==> config.mk <==
export PLATFORM = sky130hd
export DESIGN_NAME = nal_unit_splitter_flat
export DESIGN_NICKNAME = d
export VERILOG_FILES = /design/src/design/nus_pkg.sv /design/src/design/nus_byte_if.sv /design/src/design/nus_cfg_if.sv /design/src/design/nus_result_if.sv /design/src/design/nus_parser.sv /design/src/design/nal_unit_splitter.sv /design/src/flat_wrapper.sv
export SDC_FILE = /design/constraint.sdc
export NUM_CORES = 1
export LEC_CHECK = 0
export ABC_AREA = 1
export BUFFER_PORTS_ARGS = -buffer_cell sky130_fd_sc_hd__buf_4
export CAP_MARGIN = 20
export CORE_MARGIN = 2
export CORE_UTILIZATION = 50
export CTS_CLUSTER_DIAMETER = 50
export DETAILED_ROUTE_END_ITERATION = 8
export MAX_ROUTING_LAYER = met4
export PLACE_DENSITY = 0.67
export SLEW_MARGIN = 20
export SYNTH_ARGS = -nofsm -noshare
export SYNTH_HDL_FRONTEND = slang
export SYNTH_SLANG_ARGS = --single-unit
==> constraint.sdc <==
create_clock -name clk_i -period 5.6 [get_ports clk_i]
set_clock_uncertainty 0.2 [all_clocks]
set_input_delay 1.68 -clock clk_i [delete_from_list [all_inputs] [get_ports clk_i]]
set_output_delay 1.68 -clock clk_i [all_outputs]
set_load 0.02 [all_outputs]
==> src/design/nus_pkg.sv <==
`timescale 1ns / 1ps
package nus_pkg;

  localparam int unsigned BYTE_W     = 8;
  localparam int unsigned TYPE_W     = 5;
  localparam int unsigned LEN_W      = 20;
  localparam int unsigned CFG_IDX_W  = 2;
  localparam int unsigned CFG_DATA_W = 20;
  localparam int unsigned ZR_W       = 2;

  // default width of the internal unit byte counter
  localparam int unsigned LENGTH_BITS_DEF = 20;

  // held byte plus up to four bytes taken in by one item
  localparam int unsigned SLOTS  = 5;
  localparam int unsigned SLOT_W = 3;

  localparam logic [BYTE_W-1:0] ZERO_BYTE  = 8'h00;
  localparam logic [BYTE_W-1:0] START_BYTE = 8'h01;
  localparam logic [TYPE_W-1:0] TYPE_SEI   = 5'd6;

  localparam logic [ZR_W-1:0] ZR_SC_MIN = 2'd2;
  localparam logic [ZR_W-1:0] ZR_FULL   = 2'd3;

  localparam logic [LEN_W-1:0] LEN_MAX          = 20'hFFFFF;
  localparam logic [LEN_W-1:0] MAX_UNIT_RST     = 20'hFFFFF;
  localparam logic             DROP_SEI_RST     = 1'b1;

  typedef enum logic [CFG_IDX_W-1:0] {
    REG_MAX_UNIT_BYTES = 2'd0,
    REG_DROP_SEI       = 2'd1
  } cfg_reg_e;

  typedef struct packed {
    logic [BYTE_W-1:0] out_byte;
    logic [TYPE_W-1:0] nal_type;
    logic              unit_start;
    logic              unit_end;
    logic [LEN_W-1:0]  unit_length;
    logic              oversize;
    logic              run_last;
  } result_t;

endpackage

==> src/design/nus_byte_if.sv <==
`timescale 1ns / 1ps
interface nus_byte_if;
  logic                          valid;
  logic                          ready;
  logic [nus_pkg::BYTE_W-1:0]    data_byte;
  logic                          stream_end;

  modport source (output valid, output data_byte, output stream_end, input ready);
  modport sink (input valid, input data_byte, input stream_end, output ready);
endinterface

==> src/design/nus_cfg_if.sv <==
`timescale 1ns / 1ps
interface nus_cfg_if;
  logic                             valid;
  logic                             ready;
  logic [nus_pkg::CFG_IDX_W-1:0]    index;
  logic [nus_pkg::CFG_DATA_W-1:0]   data;

  modport source (output valid, output index, output data, input ready);
  modport sink (input valid, input index, input data, output ready);
endinterface

==> src/design/nus_result_if.sv <==
`timescale 1ns / 1ps
interface nus_result_if;
  logic                          valid;
  logic                          ready;
  logic [nus_pkg::BYTE_W-1:0]    out_byte;
  logic [nus_pkg::TYPE_W-1:0]    nal_type;
  logic                          unit_start;
  logic                          unit_end;
  logic [nus_pkg::LEN_W-1:0]     unit_length;
  logic                          oversize;
  logic                          run_last;

  modport source (
    output valid, output out_byte, output nal_type, output unit_start,
    output unit_end, output unit_length, output oversize, output run_last,
    input ready
  );
  modport sink (
    input valid, input out_byte, input nal_type, input unit_start,
    input unit_end, input unit_length, input oversize, input run_last,
    output ready
  );
endinterface

==> src/design/nus_parser.sv <==
`timescale 1ns / 1ps
module nus_parser #(
  parameter int unsigned LENGTH_BITS = nus_pkg::LENGTH_BITS_DEF
) (
  input  logic                        clk_i,
  input  logic                        rst_ni,
  input  logic                        in_valid_i,
  output logic                        in_ready_o,
  input  logic [nus_pkg::BYTE_W-1:0]  data_byte_i,
  input  logic                        stream_end_i,
  input  logic                        drop_sei_i,
  input  logic [nus_pkg::LEN_W-1:0]   max_unit_bytes_i,
  output logic                        res_valid_o,
  input  logic                        res_ready_i,
  output nus_pkg::result_t            res_o
);
  import nus_pkg::*;

  localparam int unsigned CW = (LENGTH_BITS > LEN_W) ? LENGTH_BITS : LEN_W;

  // stream state
  logic [ZR_W-1:0]        zr_q, zr_d;
  logic                   hv_q, hv_d;
  logic [BYTE_W-1:0]      hb_q, hb_d;
  logic                   in_unit_q, in_unit_d;
  logic                   sup_q, sup_d;
  logic [TYPE_W-1:0]      type_q, type_d;
  logic [LENGTH_BITS-1:0] cnt_q, cnt_d;

  // expansion record of one item
  logic                   rec_valid_q;
  logic [BYTE_W-1:0]      rec_bytes_q [SLOTS];
  logic [LENGTH_BITS-1:0] rec_cnt_q;
  logic [TYPE_W-1:0]      rec_type_q;
  logic [SLOT_W-1:0]      rec_ptr_q;
  logic [SLOT_W-1:0]      rec_last_q;
  logic                   rec_end_q;

  logic                   in_fire, res_fire;
  logic                   is_zero, is_sc, other;
  logic [SLOT_W-1:0]      k_main, k_all, k;
  logic [ZR_W-1:0]        zr_mid;
  logic                   end_step;
  logic [BYTE_W-1:0]      h [SLOTS];
  logic                   first_new;
  logic [TYPE_W-1:0]      t_new;
  logic                   s_new;
  logic [LENGTH_BITS:0]   cnt_sum;
  logic [LENGTH_BITS-1:0] cnt_after;
  logic [SLOT_W-1:0]      s_idx, e_idx;
  logic                   have;
  logic [LENGTH_BITS:0]   slot_sum;
  logic [LENGTH_BITS-1:0] slot_cnt;
  logic [CW-1:0]          slot_cnt_w, len_w;

  assign in_fire  = in_valid_i && in_ready_o;
  assign res_fire = rec_valid_q && res_ready_i;

  assign in_ready_o = !rec_valid_q || (res_ready_i && (rec_ptr_q == rec_last_q));

  assign is_zero = (data_byte_i == ZERO_BYTE);
  assign is_sc   = (data_byte_i == START_BYTE) && (zr_q >= ZR_SC_MIN);

  // bytes taken into the unit by this item, held zeros first
  always_comb begin
    other  = 1'b0;
    k_main = '0;
    zr_mid = '0;
    if (is_zero) begin
      if (zr_q == ZR_FULL) begin
        k_main = SLOT_W'(1);
        zr_mid = ZR_FULL;
      end else begin
        zr_mid = zr_q + ZR_W'(1);
      end
    end else if (!is_sc) begin
      other  = 1'b1;
      k_main = SLOT_W'(zr_q) + SLOT_W'(1);
    end
  end

  assign k_all    = k_main + (stream_end_i ? SLOT_W'(zr_mid) : '0);
  assign k        = in_unit_q ? k_all : '0;
  assign end_step = is_sc || stream_end_i;

  // held byte, then the new bytes; only the non-zero byte sits behind the zeros
  always_comb begin
    h[0] = hb_q;
    for (int j = 1; j < SLOTS; j++) begin
      h[j] = (other && (SLOT_W'(j - 1) == SLOT_W'(zr_q))) ? data_byte_i : ZERO_BYTE;
    end
  end

  assign first_new = (cnt_q == '0) && (k != '0);
  assign t_new     = first_new ? h[1][TYPE_W-1:0] : type_q;
  assign s_new     = first_new ? (drop_sei_i && (h[1][TYPE_W-1:0] == TYPE_SEI)) : sup_q;

  assign cnt_sum   = {1'b0, cnt_q} + (LENGTH_BITS + 1)'(k);
  assign cnt_after = cnt_sum[LENGTH_BITS] ? '1 : cnt_sum[LENGTH_BITS-1:0];

  // results run from the held byte (if any) to the last byte or the closing byte
  assign s_idx = hv_q ? '0 : SLOT_W'(1);
  assign e_idx = end_step ? k : (k - SLOT_W'(1));
  assign have  = !s_new && (end_step ? (hv_q || (k != '0)) : (k > s_idx));

  always_comb begin
    zr_d      = stream_end_i ? '0 : zr_mid;
    in_unit_d = stream_end_i ? 1'b0 : (is_sc || in_unit_q);
    hb_d      = (k != '0) ? h[k] : hb_q;
    if (end_step) begin
      hv_d   = 1'b0;
      cnt_d  = '0;
      sup_d  = 1'b0;
      type_d = '0;
    end else begin
      hv_d   = hv_q || (k != '0);
      cnt_d  = cnt_after;
      sup_d  = s_new;
      type_d = t_new;
    end
  end

  always_ff @(posedge clk_i or negedge rst_ni) begin
    if (!rst_ni) begin
      zr_q      <= '0;
      hv_q      <= 1'b0;
      in_unit_q <= 1'b0;
      sup_q     <= 1'b0;
      type_q    <= '0;
      cnt_q     <= '0;
    end else if (in_fire) begin
      zr_q      <= zr_d;
      hv_q      <= hv_d;
      in_unit_q <= in_unit_d;
      sup_q     <= sup_d;
      type_q    <= type_d;
      cnt_q     <= cnt_d;
    end
  end

  always_ff @(posedge clk_i) begin
    if (in_fire) begin
      hb_q <= hb_d;
    end
  end

  always_ff @(posedge clk_i or negedge rst_ni) begin
    if (!rst_ni) begin
      rec_valid_q <= 1'b0;
      rec_ptr_q   <= '0;
      rec_last_q  <= '0;
      rec_end_q   <= 1'b0;
    end else if (in_fire && have) begin
      rec_valid_q <= 1'b1;
      rec_ptr_q   <= s_idx;
      rec_last_q  <= e_idx;
      rec_end_q   <= end_step;
    end else if (res_fire) begin
      if (rec_ptr_q == rec_last_q) begin
        rec_valid_q <= 1'b0;
      end else begin
        rec_ptr_q <= rec_ptr_q + SLOT_W'(1);
      end
    end
  end

  always_ff @(posedge clk_i) begin
    if (in_fire && have) begin
      rec_bytes_q <= h;
      rec_cnt_q   <= cnt_q;
      rec_type_q  <= t_new;
    end
  end

  // position of the slot's byte in its unit
  assign slot_sum   = {1'b0, rec_cnt_q} + (LENGTH_BITS + 1)'(rec_ptr_q);
  assign slot_cnt   = slot_sum[LENGTH_BITS] ? '1 : slot_sum[LENGTH_BITS-1:0];
  assign slot_cnt_w = CW'(slot_cnt);
  assign len_w      = (slot_cnt_w > CW'(LEN_MAX)) ? CW'(LEN_MAX) : slot_cnt_w;

  assign res_valid_o       = rec_valid_q;
  assign res_o.out_byte    = rec_bytes_q[rec_ptr_q];
  assign res_o.nal_type    = rec_type_q;
  assign res_o.unit_start  = (slot_cnt == LENGTH_BITS'(1));
  assign res_o.unit_end    = rec_end_q && (rec_ptr_q == rec_last_q);
  assign res_o.unit_length = len_w[LEN_W-1:0];
  assign res_o.oversize    = slot_cnt_w > CW'(max_unit_bytes_i);
  assign res_o.run_last    = (rec_ptr_q == rec_last_q);

endmodule

==> src/design/nal_unit_splitter.sv <==
`timescale 1ns / 1ps
// nal unit splitter: annex b byte stream in, nal unit payload bytes out, one byte per item
// path: a byte's results are registered in the expansion record, then in the output register
// throughput: one byte per cycle while each byte yields at most one result and the output
//   is not stalled; a byte yielding more (up to 5, when held zeros are released) holds the
//   input until the expansion record drains its results, one per cycle as taken
// reset: asynchronous, active low; clears stream state, max_unit_bytes 1048575, drop_sei on
module nal_unit_splitter #(
  parameter int unsigned LENGTH_BITS = nus_pkg::LENGTH_BITS_DEF
) (
  input  logic          clk_i,
  input  logic          rst_ni,
  nus_byte_if.sink      byte_i,
  nus_cfg_if.sink       cfg_i,
  nus_result_if.source  result_o
);
  import nus_pkg::*;

  // configuration registers
  logic [LEN_W-1:0] max_q;
  logic             drop_q;

  // parser to output register
  logic    res_valid;
  logic    res_ready;
  result_t res;

  // output register, parts the parser from the downstream stall
  logic    out_valid_q;
  result_t out_q;

  // config writes are always taken; the user must write only while no item is in flight (not enforced)
  assign cfg_i.ready = 1'b1;

  always_ff @(posedge clk_i or negedge rst_ni) begin
    if (!rst_ni) begin
      max_q  <= MAX_UNIT_RST;
      drop_q <= DROP_SEI_RST;
    end else if (cfg_i.valid && cfg_i.ready) begin
      case (cfg_reg_e'(cfg_i.index))
        REG_MAX_UNIT_BYTES: max_q  <= cfg_i.data[LEN_W-1:0];
        REG_DROP_SEI:       drop_q <= cfg_i.data[0];
        default: ;
      endcase
    end
  end

  // start code search, zero holdback and per-item expansion
  nus_parser #(
    .LENGTH_BITS (LENGTH_BITS)
  ) u_parser (
    .clk_i            (clk_i),
    .rst_ni           (rst_ni),
    .in_valid_i       (byte_i.valid),
    .in_ready_o       (byte_i.ready),
    .data_byte_i      (byte_i.data_byte),
    .stream_end_i     (byte_i.stream_end),
    .drop_sei_i       (drop_q),
    .max_unit_bytes_i (max_q),
    .res_valid_o      (res_valid),
    .res_ready_i      (res_ready),
    .res_o            (res)
  );

  // load a new result whenever the register is empty or being emptied
  assign res_ready = !out_valid_q || result_o.ready;

  always_ff @(posedge clk_i or negedge rst_ni) begin
    if (!rst_ni) begin
      out_valid_q <= 1'b0;
    end else if (res_ready) begin
      out_valid_q <= res_valid;
    end
  end

  always_ff @(posedge clk_i) begin
    if (res_ready && res_valid) begin
      out_q <= res;
    end
  end

  assign result_o.valid       = out_valid_q;
  assign result_o.out_byte    = out_q.out_byte;
  assign result_o.nal_type    = out_q.nal_type;
  assign result_o.unit_start  = out_q.unit_start;
  assign result_o.unit_end    = out_q.unit_end;
  assign result_o.unit_length = out_q.unit_length;
  assign result_o.oversize    = out_q.oversize;
  assign result_o.run_last    = out_q.run_last;

`ifndef SYNTHESIS
  // a result blocked at the output register must hold off new stream bytes
  a_stall_blocks_input: assert property (@(posedge clk_i) disable iff (!rst_ni)
    res_valid && !res_ready |-> !byte_i.ready)
    else $error("byte accepted while a pending result is stalled");

  // a unit's first byte always sits at position one
  a_start_len_one: assert property (@(posedge clk_i) disable iff (!rst_ni)
    result_o.valid && result_o.unit_start |-> result_o.unit_length == LEN_W'(1))
    else $error("unit_start with length other than one");

  // a result without the oversize flag never has a length above the limit
  a_oversize_limit: assert property (@(posedge clk_i) disable iff (!rst_ni)
    result_o.valid && !result_o.oversize |-> result_o.unit_length <= max_q)
    else $error("length above limit without oversize");
`endif

endmodule
==> src/flat_wrapper.sv <==
// flat-port wrapper written by rule: the top's interface ports become plain ports
module nal_unit_splitter_flat import nus_pkg::*;
#(
  parameter int unsigned LENGTH_BITS = nus_pkg::LENGTH_BITS_DEF
)
  (clk_i, rst_ni, byte_i_valid, byte_i_data_byte, byte_i_stream_end, byte_i_ready, cfg_i_valid, cfg_i_index, cfg_i_data, cfg_i_ready, result_o_valid, result_o_out_byte, result_o_nal_type, result_o_unit_start, result_o_unit_end, result_o_unit_length, result_o_oversize, result_o_run_last, result_o_ready);
  nus_byte_if byte_i_i ();
  nus_cfg_if cfg_i_i ();
  nus_result_if result_o_i ();
  input  logic clk_i;
  input  logic rst_ni;
  input wire logic [$bits(byte_i_i.valid)-1:0] byte_i_valid;
  input wire logic [$bits(byte_i_i.data_byte)-1:0] byte_i_data_byte;
  input wire logic [$bits(byte_i_i.stream_end)-1:0] byte_i_stream_end;
  output wire logic [$bits(byte_i_i.ready)-1:0] byte_i_ready;
  input wire logic [$bits(cfg_i_i.valid)-1:0] cfg_i_valid;
  input wire logic [$bits(cfg_i_i.index)-1:0] cfg_i_index;
  input wire logic [$bits(cfg_i_i.data)-1:0] cfg_i_data;
  output wire logic [$bits(cfg_i_i.ready)-1:0] cfg_i_ready;
  output wire logic [$bits(result_o_i.valid)-1:0] result_o_valid;
  output wire logic [$bits(result_o_i.out_byte)-1:0] result_o_out_byte;
  output wire logic [$bits(result_o_i.nal_type)-1:0] result_o_nal_type;
  output wire logic [$bits(result_o_i.unit_start)-1:0] result_o_unit_start;
  output wire logic [$bits(result_o_i.unit_end)-1:0] result_o_unit_end;
  output wire logic [$bits(result_o_i.unit_length)-1:0] result_o_unit_length;
  output wire logic [$bits(result_o_i.oversize)-1:0] result_o_oversize;
  output wire logic [$bits(result_o_i.run_last)-1:0] result_o_run_last;
  input wire logic [$bits(result_o_i.ready)-1:0] result_o_ready;
  assign byte_i_i.valid = byte_i_valid;
  assign byte_i_i.data_byte = byte_i_data_byte;
  assign byte_i_i.stream_end = byte_i_stream_end;
  assign byte_i_ready = byte_i_i.ready;
  assign cfg_i_i.valid = cfg_i_valid;
  assign cfg_i_i.index = cfg_i_index;
  assign cfg_i_i.data = cfg_i_data;
  assign cfg_i_ready = cfg_i_i.ready;
  assign result_o_valid = result_o_i.valid;
  assign result_o_out_byte = result_o_i.out_byte;
  assign result_o_nal_type = result_o_i.nal_type;
  assign result_o_unit_start = result_o_i.unit_start;
  assign result_o_unit_end = result_o_i.unit_end;
  assign result_o_unit_length = result_o_i.unit_length;
  assign result_o_oversize = result_o_i.oversize;
  assign result_o_run_last = result_o_i.run_last;
  assign result_o_i.ready = result_o_ready;
  nal_unit_splitter #(.LENGTH_BITS(LENGTH_BITS)) u_core (.clk_i(clk_i), .rst_ni(rst_ni), .byte_i(byte_i_i), .cfg_i(cfg_i_i), .result_o(result_o_i));
endmodule
==> summary.md, run 1 <==
| Metric | Value |
|---|---|
| Outcome | `completed` |
| Share of the synthesized area in the top cell type | `0.362` |
| Clk pin slew, worst setup/hold paths | `70 ps` |
| Slew Viols, Final | `0` |
| Final period utilization | `0.898` |
| Yosys warnings | `0` |
| Ys flop type | `edfxtp_1` |
| HPWL after DPL | `14.4 mm` |
| Hold Violations, Final | `0` |
| Crit-path cells | `buf_4 > inv_1 > nand2_1 > nor2_4 > nand3_4 > nand2_4 > o21ai_0 > ha_1 > fa_1 > nand2_1 > fa_1 > o21ai_2 > nand3_1 > inv_2 > nand2_2 > nor3_4 > nand3_2 > inv_2 > o21ai_0 > o21ai_0` |
| Number of synthesized register bits | `170` |
| Net Sw Frac | `0.344` |
| Reg2Reg Depth | `17` |
| CTS tree | `built` |
| Number of CTS-inserted buffers | `17` |
| Initial antenna violation count | `0` |
| Fin nets | `~1100` |
| Worst VDD drop | `0.000253 V` |
| Buffers added on ports | `74` |
| Sequential Power Share | `0.427` |
| Req. time, crit path | `5740 ps` |
| Power Internal | `2.58 mW` |
| # placed instances | `1282` |
| Leading area contributor after synthesis | `edfxtp_1` |
| Total number of vias | `6882` |
| Netlist cell types | `a little over 50` |
| Grt total ovfl | `0` |
| Avg Inst Size Synth | `9.20 sq um` |
| Final Non-Filler Cells | `around 1300` |
| Slew @ Worst Pin | `a little under 800 ps` |
| Routed Antenna Nets | `0` |
| Later-pin clock latency in the skew report | `approximately 430 ps` |
| CTS Hold Bufs | `0` |
| Initial DRT Pass Iterations | `8` |
| Setup TNS | `0 ps` |
| First-pass GRT wire length | `33.5 mm` |
| Comb pwr share | `0.283` |
| Resize count post-CTS | `0` |
| Arr. time, crit path | `a little over 5000 ps` |
| Crit-path leading delay family | `simple AND/OR/NAND/NOR gates` |
| Largest fanout on the critical path | `9` |
| Post-synth EDFFs | `110` |
| Number of fill cells | `1543` |
| Via density | `5.24` |
| Max Buffers Root-to-Sink | `2` |
| Area delta synth->final | `15.3%` |
| Max incr delay on CP | `approximately 500 ps` |
| Part of the Yosys area used for sequential elements | `0.529` |
| Hold Path Cell Cnt | `0` |
| Commonest cells after routing, fill and taps aside | `nand2_1, inv_1, edfxtp_1, buf_4, nor2_1` |
| Flop2flop setup slack | `1240 ps` |
| Slew margin rel. | `0.474` |
| Initial core utilization | `0.508` |
| Antenna cells | `0` |
| Slowest CP cell | `fa_1` |
| Number of global-route vias before repair | `6592` |
| Worst Setup End Kind | `flop` |
| Post-Synthesis Cells | `roughly 1000` |
| Layout cells sized above 1 | `0.180` |
| Max-cap violations | `0` |
| Post-CTS Setup Inserts | `0` |
| Aggregate global-route resource usage | `0.222` |
| CP Buf/Inv Count | `4` |
| Unrepaired setup endpoints after global routing | `false` |
| Hold Path Class | `reg -> reg` |
| Drt drc | `0` |
| Num rows | `49` |
| Fraction of registers with async set/reset | `0.353` |
| Clock sinks | `between 150 and 200` |
| I/O Pins | `76` |
| Final setup violation count | `0` |
| Clk root buf | `clkbuf_16` |
| Leakage | `around 5.0 nW` |
| Top cell by count, worst path | `o21ai_0` |
| Syn nets | `around 1100` |
| Sw power | `1.35 mW` |
| Die X-Extent | `between 100 and 150 um` |
| Fin crit period | `5030 ps` |
| Most common cell after layout, fill and taps aside | `nand2_1` |
| Critical path type | `in -> reg` |
| Pwr per Cell Area | `374 nW/um^2` |
| Pin count of the biggest net entering global routing | `61` |
| Clk network pwr share | `0.289` |
| Wirelength per Cell | `15.3 um` |
| Die Ht | `139 um` |
| Max frequency | `0.199 GHz` |
| Initial drt markers | `413` |
| H-Tree Depth | `4` |
| RePlAce Congestion | `between 0.9 and 1` |
| Synth area leaders | `edfxtp_1, dfrtp_1, nand2_1, dfstp_2, inv_1` |
| Die ar. | `about 19000 sq um` |
| Final WL | `between 20 and 25 mm` |
| Core area | `18000 sq um` |
| Startpoint types | `input pin` |
| Mapped Area | `slightly above 9000 sq um` |
| WP depth | `20` |
## worst paths after layout
path                                              start                              end
hold reg to reg                                    flop  u_core.u_parser.rec_bytes_q[36]
setup / recovery                    byte_i_data_byte[6]         u_core.u_parser.cnt_q[2]
setup reg to reg           u_core.u_parser.rec_ptr_q[1]         u_core.result_o.oversize
max in group asynchronous                        rst_ni        u_core.u_parser.cnt_q[16]
hold / removal                                     flop  u_core.u_parser.rec_bytes_q[36]
min in group asynchronous                        rst_ni            u_core.result_o.valid
## through the flow
step	util	total power [mW]	setup slack, ps	area (sq um)	hold WS, ps
5_1_grt	0.586	4.15	244	10500	228
3_5_place_dp	0.554	2.82	145	9950	205
4_1_cts	0.586	3.97	589	10500	213
2_1_floorplan	-	2.43	121	9130	200
3_3_place_gp	0.554	2.81	274	9950	201
6_report	0.586	3.94	569	10500	214
## layout make-up
| type | instances | area, sq um | area share |
|---|---|---|---|
| clock inverters | 15 | 155 | 0.0147 |
| repair buffers | 87 | 666 | 0.0632 |
| multi-input cells | 650 | 3610 | 0.343 |
| inverters | 146 | 548 | 0.0521 |
| clock buffers | 17 | 425 | 0.0404 |
| flip-flops and latches | 170 | 4830 | 0.459 |
| well taps | 229 | 287 | 0.0272 |
## cells in the mapped netlist, types with 2 or more instances
cell / instances
nor2_2: 6
edfxtp_1: 110
inv_2: 10
nand3_1: 53
a21oi_1: 55
o21ai_0: 50
clkbuf_1: 10
nand3_2: 2
o41ai_1: 2
buf_4: 4
dfstp_2: 21
nor4_1: 5
ha_1: 37
nand2_4: 5
and2_1: 2
dfrtp_1: 39
or2_2: 5
o21ai_1: 9
nand3_4: 3
inv_1: 134
nand3b_1: 6
nor2_4: 4
a21o_1: 2
nand2_2: 8
xnor2_1: 6
fa_1: 3
xor2_1: 14
nand2_1: 222
nand4_2: 2
o21ai_2: 4
nand4_1: 18
a221o_1: 8
buf_1: 2
a31oi_1: 16
clkinv_1: 2
nor2_1: 81
buf_2: 7
buf_6: 3
nor3_1: 10
## routing by layer
| layer | GRT usage | vias up | share of wire |
|---|---|---|---|
| li1 | - | 3465 | - |
| met1 | 0.321 | 3184 | 0.49 |
| met2 | 0.317 | 209 | 0.43 |
| met3 | 0.0487 | 24 | 0.066 |
| met4 | 0.0654 | 0 | 0.015 |
| met5 | - | - | 0 |
## state kept, by name, indices dropped and copies added, names as in the netlist, 2 cells and up, named ones only
signal,count
u_core.u_parser.rec_type_q,5
u_core.result_o.unit_length,20
u_core.result_o.out_byte,8
u_core.u_parser.cnt_q,20
u_core.u_parser.rec_ptr_q,3
u_core.u_parser.zr_q,2
u_core.u_parser.rec_last_q,3
u_core.u_parser.rec_cnt_q,20
u_core.u_parser.rec_bytes_q,40
u_core.result_o.nal_type,5
u_core.u_parser.type_q,5
u_core.max_q,20
## power by group through the flow
stage	logic, mW	registers [mW]	clock network, mW
6_report	1.12	1.68	1.14
5_1_grt	1.25	1.70	1.20
4_1_cts	1.13	1.68	1.16
3_5_place_dp	1.12	1.71	0
3_3_place_gp	1.10	1.71	0
2_1_floorplan	0.607	1.82	0
## logic make-up (layout without fill, tap and decap cells)
group           after synthesis  after routing  synth area share
other cells                   1              1          0.000411
buf+inv                     172            265            0.0758
flops                       170            170             0.529
xor+xnor                     20             20            0.0192
fa+ha+maj                    40             40            0.0573
compound gates              152            152            0.0957
simple gates                437            437             0.223
## worst register-to-register path: stages, from the launching register on
cell and delay, ps:
dfrtp_1 570, inv_1 440, fa_1 290, inv_1 60
nand3_1 60, nand2_1 140, nand2_1 390, inv_1 190
nor2_1 290, inv_1 80, ha_1 300, nand4_1 100
or2_2 340, nor4_1 400, a21oi_1 130, nand4_1 140
nand2_1 60, inv_1 50
(Power assumes the default switching activity.)
==> run 2, diff against run 1 <==
Settings changed: CORE_ASPECT_RATIO set to 1.5, PLACE_DENSITY 0.67 to 0.78, REMOVE_ABC_BUFFERS set to 1.
==> run 2 against run 1 <==
Utilization hardly changed. Die area is 0.11% higher. First-iteration DRC count is 110% higher. Highest routed layer unchanged. Fmax is 0.80% lower. Worst setup slack worse by 41 ps. Cell count is 0.91% lower. Sequential share of layout area hardly changed. Combinational power hardly changed. Final area hardly changed. Critical endpoint unchanged. Clock power hardly changed. Global-route usage is 0.30 points higher.
==> summary.md, run 2 (synthesis gave the netlist of run 1 again) <==
| Metric | Value |
|---|---|
| Flip-flop count of the largest register after layout | `40` |
| Startpoint types | `input pin` |
| Num rows | `60` |
| Clock sinks | `170` |
| Clk network pwr share | `0.293` |
| Worst r2r dst | `u_core.result_o.oversize` |
| Hold Violations, Final | `0` |
| Crit-path leading delay family | `simple AND/OR/NAND/NOR gates` |
| Commonest cells after routing, fill and taps aside | `nand2_1, inv_1, edfxtp_1, buf_4, nor2_1` |
| RePlAce Congestion | `0.932` |
| Initial core utilization | `0.509` |
| CTS Hold Bufs | `0` |
| Number of global-route vias before repair | `6785` |
| Leakage | `5.00 nW` |
| Resize count post-CTS | `0` |
| I/O Pins | `between 70 and 80` |
| Routed Antenna Nets | `0` |
| Wirelength per Cell | `around 16 um` |
| Die X-Extent | `about 110 um` |
| Most common cell after layout, fill and taps aside | `nand2_1` |
| Setup TNS | `0 ps` |
| Outcome | `completed` |
| Grt total ovfl | `0` |
| Pwr per Cell Area | `377 nW/um^2` |
| Area delta synth->final | `15.2%` |
| Antenna cells | `0` |
| CP Buf/Inv Count | `4` |
| Hold Path Class | `reg -> reg` |
| Initial drt markers | `874` |
| Worst R2R Start | `u_core.u_parser.rec_ptr_q[1]` |
| Fin nets | `1148` |
| Unrepaired setup endpoints after global routing | `false` |
| Clk pin slew, worst setup/hold paths | `roughly 70 ps` |
| Top cell by count, worst path | `o21ai_0` |
| Clk root buf | `clkbuf_16` |
| Worst VDD drop | `approximately 0.00023 V` |
| Max-cap violations | `0` |
| Critical path type | `in -> reg` |
| Hold Path Cell Cnt | `0` |
| Initial DRT Pass Iterations | `6` |
| Pin count of the biggest net entering global routing | `61` |
| Initial antenna violation count | `0` |
| Final period utilization | `0.906` |
| Aggregate global-route resource usage | `0.225` |
| Fin crit period | `5070 ps` |
| H-Tree Depth | `4` |
| Layout cells sized above 1 | `0.178` |
| Top reg by flops | `u_core.u_parser.rec_bytes_q` |
| First-pass GRT wire length | `33.2 mm` |
| Comb pwr share | `0.281` |
| Power Internal | `2.65 mW` |
| Max frequency | `approximately 0.20 GHz` |
| Final setup violation count | `0` |
| Largest fanout on the critical path | `9` |
| Sw power | `1.32 mW` |
| Drt drc | `0` |
| Slew Viols, Final | `0` |
| Slew @ Worst Pin | `779 ps` |
| Max Buffers Root-to-Sink | `2` |
| Crit-path cells | `buf_4 > inv_1 > nand2_1 > nor2_4 > nand3_4 > nand2_4 > o21ai_0 > ha_1 > fa_1 > nand2_1 > fa_1 > o21ai_2 > nand3_1 > inv_2 > nand2_2 > nor3_4 > nand3_2 > inv_2 > o21ai_0 > o21ai_0` |
| Die ar. | `between 15000 and 20000 sq um` |
| Slowest CP cell | `fa_1` |
| Final Non-Filler Cells | `1302` |
| Slew margin rel. | `0.481` |
| Arr. time, crit path | `5210 ps` |
| CTS tree | `built` |
| Buffers added on ports | `74` |
| Req. time, crit path | `5730 ps` |
| Reg2Reg Depth | `18` |
| Number of CTS-inserted buffers | `17` |
| Via density | `5.42` |
| Max incr delay on CP | `500 ps` |
| Post-CTS Setup Inserts | `0` |
| Die Ht | `170 um` |
| Worst Setup End Kind | `flop` |
| Net Sw Frac | `0.332` |
| HPWL after DPL | `15.0 mm` |
| Sequential Power Share | `0.426` |
| Flop2flop setup slack | `1100 ps` |
| Final WL | `between 20 and 25 mm` |
| Total number of vias | `7058` |
| # placed instances | `1270` |
| Later-pin clock latency in the skew report | `440 ps` |
| Hold Path End | `u_core.u_parser.rec_bytes_q[36]` |
| Core area | `17900 sq um` |
## run 2: cell types whose count changed in the layout (fill, tap and decap cells not counted)
cell / previous run / this run
inv_6: 4 / 3
buf_4: 86 / 85
inv_8: 3 / 1
inv_4: 0 / 1
clkinv_4: 2 / 1
clkbuf_1: 0 / 2
clkinvlp_4: 2 / 3
bufinv_16: 0 / 1
clkinv_8: 3 / 0
clkbuf_16: 17 / 18
buf_8: 0 / 1
clkbuf_8: 0 / 1
## run 2: worst max-delay path by stage
| stage | startpoint | endpoint | slack, ps | cells after the start |
|---|---|---|---|---|
| 2_1_floorplan | byte_i_data_byte[6] | u_core.u_parser.rec_bytes_q[0] | 130 | 16 |
| 3_3_place_gp | byte_i_data_byte[6] | u_core.u_parser.cnt_q[2] | 260 | 20 |
| 3_5_place_dp | byte_i_data_byte[6] | u_core.u_parser.cnt_q[6] | 110 | 20 |
| 4_1_cts | byte_i_data_byte[6] | u_core.u_parser.cnt_q[2] | 530 | 20 |
| 5_1_grt | byte_i_data_byte[6] | u_core.u_parser.cnt_q[19] | 240 | 23 |
| 6_report | byte_i_data_byte[6] | u_core.u_parser.cnt_q[2] | 530 | 20 |
## run 2: power groups by stage
stage / clock network, mW / registers [mW] / logic (mW)
after floorplan: 0 / 1.85 / 0.546
after global placement: 0 / 1.71 / 1.09
after detailed placement: 0 / 1.72 / 1.12
after CTS: 1.17 / 1.69 / 1.12
after global routing: 1.22 / 1.71 / 1.23
final: 1.16 / 1.69 / 1.12
## run 2: layout make-up
class                           instances  area [sq um]
Clock buffer                           21           472
Clock inverter                         11           110
Fill cell                            1527          7420
Inverter                              146           548
Multi-Input combinational cell        650          3610
Sequential cell                       170          4830
Tap cell                              217           272
Timing Repair Buffer                   87           673
## run 2: metal layers
| metal | share of wire | global-route usage | wire length (um) |
|---|---|---|---|
| met5 | 0 | - | 0 |
| met4 | 0.031 | 0.0880 | 632 |
| met3 | 0.049 | 0.0418 | 995 |
| met2 | 0.50 | 0.370 | 10200 |
| met1 | 0.42 | 0.276 | 8470 |
## run 2: worst register-to-register path: cells and delay by family (launching register included)
family	cells	cell delay (ps)
DFF	1	660
and+or+nand+nor	12	2010
adders and majority gates	2	860
AOI/OAI and AO/OA	1	130
buffers and inverters	3	510
## run 2: per-stage QoR
stage	instance area [sq um]	worst slack (ps)	power [mW]	util	hold WS (ps)
final	10500	528	3.97	0.586	213
after global routing	10500	243	4.17	0.586	236
after CTS	10500	530	3.99	0.586	215
after global placement	9920	265	2.80	0.553	203
after detailed placement	9940	111	2.84	0.554	205
after floorplan	8990	132	2.40	-	200
